$ cat src/kf3_pkg.sv
// kf3_pkg: shared types and constants of the three-axis kalman position filter
// request and result structs for both channels, lane control struct, register codes
// no dependencies
package kf3_pkg;

  localparam logic [31:0] ONE_Q16 = 32'd65536;
  localparam logic [16:0] K_ONE = 17'h10000;
  localparam logic [31:0] Q_RESET = 32'd66;
  localparam logic [31:0] R_RESET = 32'd655;
  localparam int NUM_AXES = 3;

  localparam logic CFG_PROCESS_NOISE = 1'b0;
  localparam logic CFG_MEASURE_NOISE = 1'b1;

  typedef struct packed {
    logic kind;
    logic signed [31:0] in_x;
    logic signed [31:0] in_y;
    logic signed [31:0] in_z;
  } in_t;

  typedef struct packed {
    logic signed [31:0] est_x;
    logic signed [31:0] est_y;
    logic signed [31:0] est_z;
    logic signed [31:0] vel_x;
    logic signed [31:0] vel_y;
    logic signed [31:0] vel_z;
  } out_t;

  // start pulse and gain handed to every axis lane
  typedef struct packed {
    logic go;
    logic [16:0] k;
  } lane_ctl_t;

endpackage

$ cat src/kf3_lane.sv
// kf3_lane: one axis of the filter update, e' = sat(e + floor((m - e) * k / 2^16))
// two stages: gain multiply, then shift, add and saturate; uses kf3_pkg
module kf3_lane (
  input  logic                    clk,
  input  logic                    rst_n,
  input  kf3_pkg::lane_ctl_t      ctl,
  input  logic signed [31:0]      meas,
  input  logic signed [31:0]      est,
  output logic                    vld,
  output logic signed [31:0]      new_est,
  output logic signed [31:0]      vel
);

  function automatic logic [31:0] sat36(input logic [35:0] v);
    if (v[35:31] == 5'b00000 || v[35:31] == 5'b11111) begin
      return v[31:0];
    end
    return v[35] ? 32'h8000_0000 : 32'h7fff_ffff;
  endfunction

  function automatic logic [31:0] sat33(input logic [32:0] v);
    if (v[32] == v[31]) begin
      return v[31:0];
    end
    return v[32] ? 32'h8000_0000 : 32'h7fff_ffff;
  endfunction

  logic signed [32:0] diff;
  logic signed [17:0] kmul;
  logic signed [50:0] prod;

  logic               v1_r;
  logic signed [50:0] prod_r;
  logic signed [31:0] est1_r;

  logic signed [34:0] step;
  logic        [35:0] sum;
  logic        [31:0] ne;
  logic        [32:0] dv;

  logic               v2_r;
  logic signed [31:0] ne_r;
  logic signed [31:0] vel_r;

  assign diff = $signed({meas[31], meas}) - $signed({est[31], est});
  assign kmul = $signed({1'b0, ctl.k});
  assign prod = diff * kmul;

  // arithmetic shift of the product gives the floor
  assign step = $signed(prod_r[50:16]);
  assign sum  = {{4{est1_r[31]}}, est1_r} + {step[34], step};
  assign ne   = sat36(sum);
  assign dv   = {ne[31], ne} - {est1_r[31], est1_r};

  always_ff @(posedge clk) begin
    if (!rst_n) begin
      v1_r <= 1'b0;
      v2_r <= 1'b0;
    end else begin
      v1_r <= ctl.go;
      v2_r <= v1_r;
    end
  end

  always_ff @(posedge clk) begin
    if (ctl.go) begin
      prod_r <= prod;
      est1_r <= est;
    end
    if (v1_r) begin
      ne_r  <= $signed(ne);
      vel_r <= $signed(sat33(dv));
    end
  end

  assign vld     = v2_r;
  assign new_est = ne_r;
  assign vel     = vel_r;

endmodule

$ cat config.mk
export PLATFORM = sky130hd
export DESIGN_NAME = kf3_lane
export DESIGN_NICKNAME = d
export VERILOG_FILES = /design/src/kf3_pkg.sv /design/src/kf3_lane.sv
export SDC_FILE = /design/constraint.sdc
export NUM_CORES = 2
export LEC_CHECK = 0
export BUFFER_PORTS_ARGS = -buffer_cell sky130_fd_sc_hd__buf_2
export CORE_MARGIN = 10
export CORE_UTILIZATION = 44
export DETAILED_ROUTE_END_ITERATION = 7
export GPL_TIMING_DRIVEN = 0
export HOLD_SLACK_MARGIN = 0.03
export PLACE_DENSITY = 0.71
export SLEW_MARGIN = 20
export SYNTH_ARGS = -nofsm -noshare
export SYNTH_HDL_FRONTEND = slang
export SYNTH_SLANG_ARGS = --single-unit
$ cat constraint.sdc
create_clock -name clk -period 12 [get_ports clk]
set_clock_uncertainty 0.1 [all_clocks]
set_input_delay 2.4 -clock clk [delete_from_list [all_inputs] [get_ports clk]]
set_output_delay 2.4 -clock clk [all_outputs]
set_load 0.01 [all_outputs]
==> qor.json <==
{
  "cts_max_level": 4,
  "max-cap-violations": 0,
  "cp_top_family": "adder cells",
  "worstSkewPairLatency_ns": 0.44,
  "detail_route.drc_violations": 0,
  "holdPathEnd": "new_est[28]$_DFFE_PP_",
  "cts_tree": "built",
  "path_max_fanout": 9,
  "fp.dieW_um": 278,
  "ys_types": 90,
  "portBuffers": 140,
  "floorplan.core_area_mm2": 0.0660,
  "post-cts-setup-buffers": 0,
  "syn-instance-count": 3172,
  "floorplan.die.height_um": 278,
  "dpl-instance-area_mm2": 0.0312,
  "critPathKind": "in2reg",
  "synth.top_cell.area_share": 0.366,
  "ioPinCount": 149,
  "synth.ff_latch_count": 133,
  "synth.yosys.seq_area_share": 0.135,
  "ctsHoldBuffers": 0,
  "layout.cells.non_filler": 4211,
  "synth_area_leader_cell": "fa_1",
  "largest_net_degree_at_the_start_of_global_routing": 69,
  "synth_area_mm2": 0.0294,
  "hold_path_depth": 0,
  "max-slew-margin-rel": 0.271,
  "critical-path-slowest-cell": "fa_1",
  "start_util": 0.445,
  "synth.most_common_cell": "inv_1",
  "worst_r2r_endpoint": "vel[15]$_DFFE_PP_",
  "synth_enable_flop_cells": 131,
  "wl_per_cell_um": 20.3,
  "setup_repair_after_global_routing_missed_its_margin": "false",
  "synth_area_per_cell_um2": 9.27,
  "worstMarginPinSlew_ns": 1.09,
  "dpl_hpwl_um": 71800,
  "vias_per_cell": 5.44,
  "primary_ff_master_synth": "edfxtp_1",
  "fin_crit_ns": 11.65,
  "regToRegStartpoint": "est1_r[0]$_DFFE_PP_",
  "postLayoutCellArea_mm2": 0.0320,
  "filler_cell_count": 6219,
  "number_of_cells_on_the_critical_path": 36,
  "gr-usage-all-layers": 0.220,
  "fin_hold_ws_ns": 0.414,
  "drt-initial-drc-count": 1998,
  "timing.critical_path.to_type": "register",
  "worst-r2r-cell-count": 24,
  "crit_path_frequent_cell": "fa_1",
  "clock_tree.buffer_depth": 2,
  "design.die.area_mm2": 0.0775,
  "area_growth_syn_to_layout_pct": 8.83,
  "achievable-frequency_mhz": 85.8,
  "vias": 22922,
  "outcome": "finished clean",
  "place_inst": 4178,
  "clock_sink_count": 133,
  "setup_violations": 0,
  "worst-path-buf-inv": 9,
  "netlist_top_cells_area": "fa_1 (37%), edfxtp_1 (13%), ha_1 (9.2%), inv_1 (8.9%), nand2_1 (4.3%)",
  "design.final.nets": 4168,
  "postSynthNetCount": 4009,
  "critPathArrivalTime_ns": 11.73,
  "overflow": 0,
  "critPathMaxStageDelay_ns": 0.58,
  "critical_path_required_ns": 12.08,
  "yosysWarningCount": 0,
  "grt_pass1_vias": 23832,
  "drive_above_1_share": 0.0906,
  "cts_made_buffers": 17,
  "final.period_utilization": 0.971,
  "holdCritPathClass": "reg2reg",
  "report.final.slew_viol_count": 0,
  "async_reset_ff_frac": 0,
  "clk_pin_slew_ns": 0.06,
  "ant_nets": 0,
  "post_synth_most_frequent_cells": "inv_1 (698), fa_1 (537), nand2_1 (336)",
  "worst_hold_startpoint": "v1_r$_SDFF_PN0_",
  "row_count": 94,
  "routed_wirelength_um": 85500,
  "fin_hold_viols": 0,
  "globalplace.congestion": 0.997,
  "cts_root_buffer": "clkbuf_16",
  "setup.worst_path.start_class": "input port",
  "grt_first_pass_wirelength_um": 133000,
  "drtPass1Iterations": 6,
  "antenna_found_initial": 12,
  "rrSetupSlack_ns": 4.67
}
state kept, by name, indices dropped and copies added, names as in the netlist:
signal,flops
v1_r,1
vld,1
new_est,32
prod_r,35
vel,32
est1_r,32
metal layers:
| layer | global-route usage | wire length (um) | up-vias |
|---|---|---|---|
| met5 | 0 | 103 | - |
| met4 | 0.0934 | 3900 | 22 |
| met3 | 0.0567 | 8810 | 238 |
| met2 | 0.363 | 39300 | 1070 |
| met1 | 0.271 | 33400 | 11281 |
| li1 | - | - | 10311 |
cell families after synthesis:
logic type | Yosys count | synth area share
mux | 17 | 0.00617
xor+xnor | 108 | 0.0322
fa+ha+maj | 784 | 0.470
compound gates | 440 | 0.102
buf+inv | 830 | 0.109
simple gates | 860 | 0.146
flops | 133 | 0.135
how the worst max path moves through the flow:
stage             from                    to  slack [ns]
4_1_cts         est[6]  prod_r[44]$_DFFE_PP_       0.006
3_3_place_gp   meas[0]  prod_r[44]$_DFFE_PP_       -0.86
3_5_place_dp   meas[0]  prod_r[44]$_DFFE_PP_       -0.99
2_1_floorplan  meas[0]  prod_r[44]$_DFFE_PP_        1.54
5_1_grt        meas[0]  prod_r[45]$_DFFE_PP_       0.005
6_report       meas[0]  prod_r[45]$_DFFE_PP_        0.35
cell usage in the layout (no fill, tap or decap), types with 74 or more instances in the layout:
master | synthesis | layout
clkbuf_1 | 103 | 96
nor2_1 | 82 | 81
edfxtp_1 | 131 | 131
fa_1 | 537 | 536
nand2_1 | 336 | 336
buf_2 | 21 | 160
ha_1 | 216 | 216
inv_1 | 698 | 698
and2_1 | 183 | 183
a21oi_1 | 113 | 111
o21ai_0 | 76 | 74
stage by stage:
stage,worst slack [ns],TNS (ns),utilization
after floorplan,1.54,0,-
after detailed placement,-0.985,-9.50,0.473
final,0.345,0,0.485
after global routing,0.00462,0,0.485
after CTS,0.00598,0,0.483
after global placement,-0.858,-7.40,0.472
area by class of cell:
class | instances | area (um^2) | share of cell area
antenna | 3 | 7.51 | 0.000235
clock buffer | 18 | 429 | 0.0134
sequential | 133 | 3980 | 0.124
tap | 864 | 1080 | 0.0338
multi-input combinational | 2209 | 22400 | 0.700
timing repair buffer | 142 | 738 | 0.0231
inverter | 698 | 2620 | 0.0819
clock inverter | 14 | 164 | 0.00512
buffer | 130 | 569 | 0.0178
what timing repair did:
item | in CTS | in global routing
pin swaps | 0 | 1
hold endpoints to repair | 0 | 0
setup endpoints to repair | 10 | 17
gates cloned | 0 | 0
resized for setup | 8 | 28
Power is left out: the tool's default activity adds up to more than one toggle a clock period on the data nets, which glitch-free logic cannot reach.
