### src/kf3_pkg.sv
// kf3_pkg: shared types and constants of the three-axis kalman position filter
// request and result structs for both channels, lane control struct, register codes
// no dependencies
package kf3_pkg;

  localparam logic [31:0] ONE_Q16 = 32'd65536;
  localparam logic [16:0] K_ONE = 17'h10000;
  localparam logic [31:0] Q_RESET = 32'd66;
  localparam logic [31:0] R_RESET = 32'd655;
  localparam int NUM_AXES = 3;

  localparam logic CFG_PROCESS_NOISE = 1'b0;
  localparam logic CFG_MEASURE_NOISE = 1'b1;

  typedef struct packed {
    logic kind;
    logic signed [31:0] in_x;
    logic signed [31:0] in_y;
    logic signed [31:0] in_z;
  } in_t;

  typedef struct packed {
    logic signed [31:0] est_x;
    logic signed [31:0] est_y;
    logic signed [31:0] est_z;
    logic signed [31:0] vel_x;
    logic signed [31:0] vel_y;
    logic signed [31:0] vel_z;
  } out_t;

  // start pulse and gain handed to every axis lane
  typedef struct packed {
    logic go;
    logic [16:0] k;
  } lane_ctl_t;

endpackage

### src/kf3_div.sv
// kf3_div: bit-serial restoring divider for the filter gain k = p1 * 2^16 / den
// one quotient bit per cycle, 17 bits; uses kf3_pkg
module kf3_div (
  input  logic        clk,
  input  logic        rst_n,
  input  logic        start,
  input  logic [31:0] p1,
  input  logic [32:0] den,
  output logic        done,
  output logic [16:0] k
);

  logic [32:0] rem_r;
  logic [32:0] den_q_r;
  logic [16:0] q_r;
  logic [4:0]  cnt_r;
  logic        busy_r;
  logic        lsb_r;
  logic        done_r;

  logic [33:0] trial;
  logic        fits;

  // numerator is p1 followed by 16 zero bits; p1[0] enters on the first step
  assign trial = {rem_r, (cnt_r == 5'd16) ? lsb_r : 1'b0};
  assign fits  = (trial >= {1'b0, den_q_r});

  always_ff @(posedge clk) begin
    if (!rst_n) begin
      busy_r <= 1'b0;
      done_r <= 1'b0;
      cnt_r  <= 5'd0;
    end else begin
      done_r <= busy_r && !start && (cnt_r == 5'd0);
      if (start) begin
        busy_r  <= 1'b1;
        cnt_r   <= 5'd16;
        rem_r   <= {2'b00, p1[31:1]};
        lsb_r   <= p1[0];
        den_q_r <= den;
        q_r     <= 17'd0;
      end else if (busy_r) begin
        rem_r <= fits ? 33'(trial - {1'b0, den_q_r}) : trial[32:0];
        q_r   <= {q_r[15:0], fits};
        if (cnt_r == 5'd0) begin
          busy_r <= 1'b0;
        end else begin
          cnt_r <= cnt_r - 5'd1;
        end
      end
    end
  end

  assign done = done_r;
  assign k    = q_r;

  a_gain_range: assert property (@(posedge clk) disable iff (!rst_n)
    done && (den_q_r != 33'd0) |-> q_r <= kf3_pkg::K_ONE)
    else $error("gain above one");

  a_no_restart: assert property (@(posedge clk) disable iff (!rst_n)
    start |-> !busy_r)
    else $error("divider started while busy");

  a_done_pulse: assert property (@(posedge clk) disable iff (!rst_n)
    done |=> !done)
    else $error("done held longer than one cycle");

endmodule

### config.mk
export PLATFORM = sky130hd
export DESIGN_NAME = kf3_div
export DESIGN_NICKNAME = d
export VERILOG_FILES = /design/src/kf3_pkg.sv /design/src/kf3_div.sv
export SDC_FILE = /design/constraint.sdc
export NUM_CORES = 1
export LEC_CHECK = 0
export ABC_AREA = 1
export BUFFER_PORTS_ARGS = -buffer_cell sky130_fd_sc_hd__buf_2
export CAP_MARGIN = 20
export CORE_UTILIZATION = 39
export DETAILED_ROUTE_END_ITERATION = 6
export GPL_TIMING_DRIVEN = 0
export SETUP_SLACK_MARGIN = 0.2
export SLEW_MARGIN = 10
export SYNTH_ARGS = -nofsm -noshare
export SYNTH_HDL_FRONTEND = slang
export SYNTH_SLANG_ARGS = --single-unit
### constraint.sdc
create_clock -name clk -period 9.3 [get_ports clk]
set_input_delay 0.465 -clock clk [delete_from_list [all_inputs] [get_ports clk]]
set_output_delay 0.465 -clock clk [all_outputs]
set_load 0.02 [all_outputs]
==> results <==
- The flow ran to the end, and the final reports show no timing, DRC or antenna violations.
- The leakage power total is slightly above 4 nW.
- The total CTS buffers is 9.
- Entering global routing, the biggest net connects 35 pins.
- The count of buffers from port buffering is 84.
- The setup path with the least slack is of type flop to flop.
- In this run the power density over the cells is about 170 mW/mm².
- STA classifies the critical path endpoint as a flop.
- The fraction of synthesis flops using an asynchronous set or reset pin is 0%.
- The floorplan has between 40 and 50 rows.
- The final total negative setup slack is 0 ps.
- The core area is 0.0166 mm².
- The placement-stage worst setup slack is just over 6000 ps.
- For the worst-skew pair, the clock arrives at the later sink with an insertion delay of about 370 ps.
- The first-pass GRT wire length is between 20000 and 30000 µm.
- The routability-driven placement congestion ratio is 0.917.
- The number of optimization iterations in the first detailed-route pass is 5.
- Counting instances, the worst hold path has a depth of 1.
- A synthesized cell averages just over 7 µm².
- The CTS tree is built.
- Clock-pin slew was measured on the worst setup and hold paths at ~80 ps.
- The post-synthesis cell type count is 38.
- The fraction of the mapped netlist area in compound gates is under 10%.
- The top achievable clock speed is approximately 310 MHz.
- Using the TritonRoute via totals, the vias-per-cell ratio works out to 4.64.
- The post-layout minimum cycle time is ~3200 ps.
- Measured against its own limit, the worst slew margin works out to 45.8%.
- The finished cells cover 0.00772 mm².
- The cell internal power dissipation is about 0.83 mW.
- The most used flip-flop cell after synthesis is edfxtp_1.
- The tool flagged a number of max-cap violations equal to 0.
- In this run, post-CTS hold repair placed 0 buffers.
- The post-synthesis mux area share is 0%.
- The total count of max-transition violations in the final report is 0.
- The part of the total power dissipated in the clock network is between 20 and 30%.
- The final worst slack is approximately 6100 ps.
- The worst reg2reg path depth is 18.
- The area added between synthesis and finish is 16.0%.
- The parity-gate share of the synthesized area counting xor and xnor cells is 2.11%.
- Along the worst path, the maximum fanout reaches 10.
- The number of antenna diodes in the final layout is 0.
- The mean routed wirelength per cell is 13.9 µm.
- The initial antenna violation count is 0.
- Yosys printed 0 warnings.
- The combinational power share is approximately a third.
- The total number of nets in the final design is ~1100.
- The share of total power in sequential cells is around 39%.
- The number of placed instances, taps included is roughly 1200.
- The cell with the most instances after synthesis is nand2_1.
- The synthesized netlist devotes about 36% of its cell area to simple gates.
- Of the cells placed in the final design, the portion with a size suffix greater than 1 is 13.3%.
- CTS placed an instance of clkbuf_16 at the clock tree root.
- The number of DRC markers in iteration 0 is ~320.
- The final antenna-violating net count is 0.
- After layout, the worst path uses 34.4% of the clock period.
- Sequential elements use about 40% of the synthesized area.
- By area, the combinational part of the netlist is dominated by simple AND/OR/NAND/NOR gates.
- After detailed routing, the total wire length is 17400 µm.
- The maximum vdd ir drop is about 0.092 mV.
- The routed layout has 5816 vias.
- Setup repair after global routing left no endpoint under its margin.
- After synthesis the cells add up to around 0.0067 mm².
- In this run the worst hold path is classified as input pin to flop.
- In this run switching power makes up a little over a third of total power.
- STA classifies the critical path startpoint as a flop.
- In this run the power spent charging and discharging nets is 0.468 mW.
- Setup violations remaining at the end of the flow were counted as 0.
- Counting every sink on the clock net gives 91.
- The clock tree skew after final layout is 20.0 ps.
- The final count of hold timing violations is 0.
- The die is approximately 130 µm tall.
- Power comes to roughly 1.3 mW.
- The number of DRC violations after detailed routing is 0.
- Data on the critical path is required at its endpoint by between 9000 and 10000 ps.
- Counting instances in the post-synthesis netlist gives the leading cell types as nand2_1, inv_1, edfxtp_1.
- Global routing finished with a remaining overflow of 0.
- The count of flip-flops with a built-in enable after synthesis is 84.
- The number of levels the H-tree was split into is 3.
- The number of standard cells in the final layout excluding fillers is 1254.
- The placed instance area is ~0.0074 mm².
- The die area is 0.0176 mm².
- The gate count of the mapped netlist is just over 900.
- The half-perimeter wire length after detailed placement is approximately 14000 µm.
- During I/O placement, the number of pins put on the boundary was 86.
- The die is about 130 µm wide.
- The number of global-route vias before repair is about 5700.
- The count of state elements after synthesis is 91.
- The proportion of netlist area held by the largest area contributor is 37.9%.
- Ranked by total cell area, the synthesized netlist is headed by edfxtp_1, nand2_1, inv_1.
- The number of nets handed over by synthesis was just over 1000.
- The initial utilization of the core area, before any placement, comes to around two fifths.
- The dominant cell type by area after synthesis is edfxtp_1.
- The worst endpoint data arrival time is 3330 ps.
- Once the clock tree was built, the setup fixing pass inserted 0 buffers.
- The synthesized netlist devotes approximately 7% of its cell area to adder and majority cells.
- The all-layer global routing usage is about a fifth.
- The pin slew with the least headroom to its limit is between 800 and 900 ps.
- Gates resized during post-CTS repair numbered 0.
- The maximum root-to-sink buffer count is 2.
-- layout make-up --
cell class	instances	area, µm²
clock inverters	7	78.8
well taps	220	275
multi-input cells	638	3210
clock buffers	9	225
repair buffers	86	475
flip-flops and latches	91	2660
fillers	1737	8920
inverters	187	702
plain buffers	16	88.8
-- critical path: stages, from the launching register on --
cell and delay [ps]:
dfxtp_1 310, inv_1 90, ha_1 160, nand2_1 50, nor2_1 140, nand3_1 140, ha_1 240, fa_1 470
inv_1 110, nand3_1 100, nand3_2 130, nand2_1 80, nand2_1 130, nand2_4 150, nand2_8 150, buf_6 160
nand3_1 140, nand2_1 110, nand2_1 50
-- through the flow --
| stage | hold slack [ps] | util [%] |
|---|---|---|
| after floorplan | 437 | - |
| after global placement | 455 | 44.2 |
| after detailed placement | 460 | 44.6 |
| after CTS | 260 | 46.4 |
| after global routing | 254 | 46.4 |
| final | 267 | 46.4 |
-- layer usage --
metal,wire [µm],vias to the layer above,GRT usage [%],part of all wire (%)
met2,7760,117,33.4,45
met5,0,-,0,0
met3,838,14,3.64,4.8
met4,192,0,5.11,1.1
met1,8630,2599,29.6,50
li1,-,3086,-,-
-- logic make-up (layout without fill, tap and decap cells) --
| logic type | after synthesis | count (layout) |
|---|---|---|
| AOI/OAI and AO/OA | 40 | 40 |
| xor gates and xnor gates | 16 | 16 |
| adders and majority gates | 36 | 36 |
| buffers and inverters | 203 | 305 |
| DFF | 91 | 91 |
| and+or+nand+nor | 546 | 546 |
-- layout by cell type (no fill, tap or decap), types with 2 or more instances in the layout --
master     instances
ha_1              35
nor2_2             7
buf_2             89
dfxtp_1            7
clkinv_4           2
inv_1            180
inv_2              6
nand4_1           10
buf_16             2
o21ai_0            5
nor3_1             6
nand2_1          356
buf_6              3
buf_1              2
clkbuf_1           6
a21oi_1           26
clkbuf_16          9
o21ai_1            2
nand3b_1          27
nor2_4             3
nor2_1            61
xnor2_1           14
xor2_1             2
and2_1             2
nand3_1           61
o21bai_1           3
edfxtp_1          84
nand2_2            5
inv_8              4
-- flip-flops by register name (all words and copies together) (netlist names) --
name     count
den_q_r     33
rem_r       33
k           17
cnt_r        5
busy_r       1
done         1
lsb_r        1
-- path summary, 6_finish.rpt --
path             from          to  slack [ps]
max reg2reg  cnt_r[0]   rem_r[26]        6100
max          cnt_r[0]   rem_r[26]        6100
min            den[2]  den_q_r[2]         270
min reg2reg  cnt_r[0]    cnt_r[0]         470
-- power groups by stage --
stage	Combinational, mW	Sequential [mW]	Clock [mW]
2_1_floorplan	0.290	0.513	0
3_3_place_gp	0.402	0.512	0
3_5_place_dp	0.409	0.511	0
4_1_cts	0.411	0.502	0.390
5_1_grt	0.468	0.506	0.405
6_report	0.410	0.502	0.383
Power figures use the tool's default switching activity.
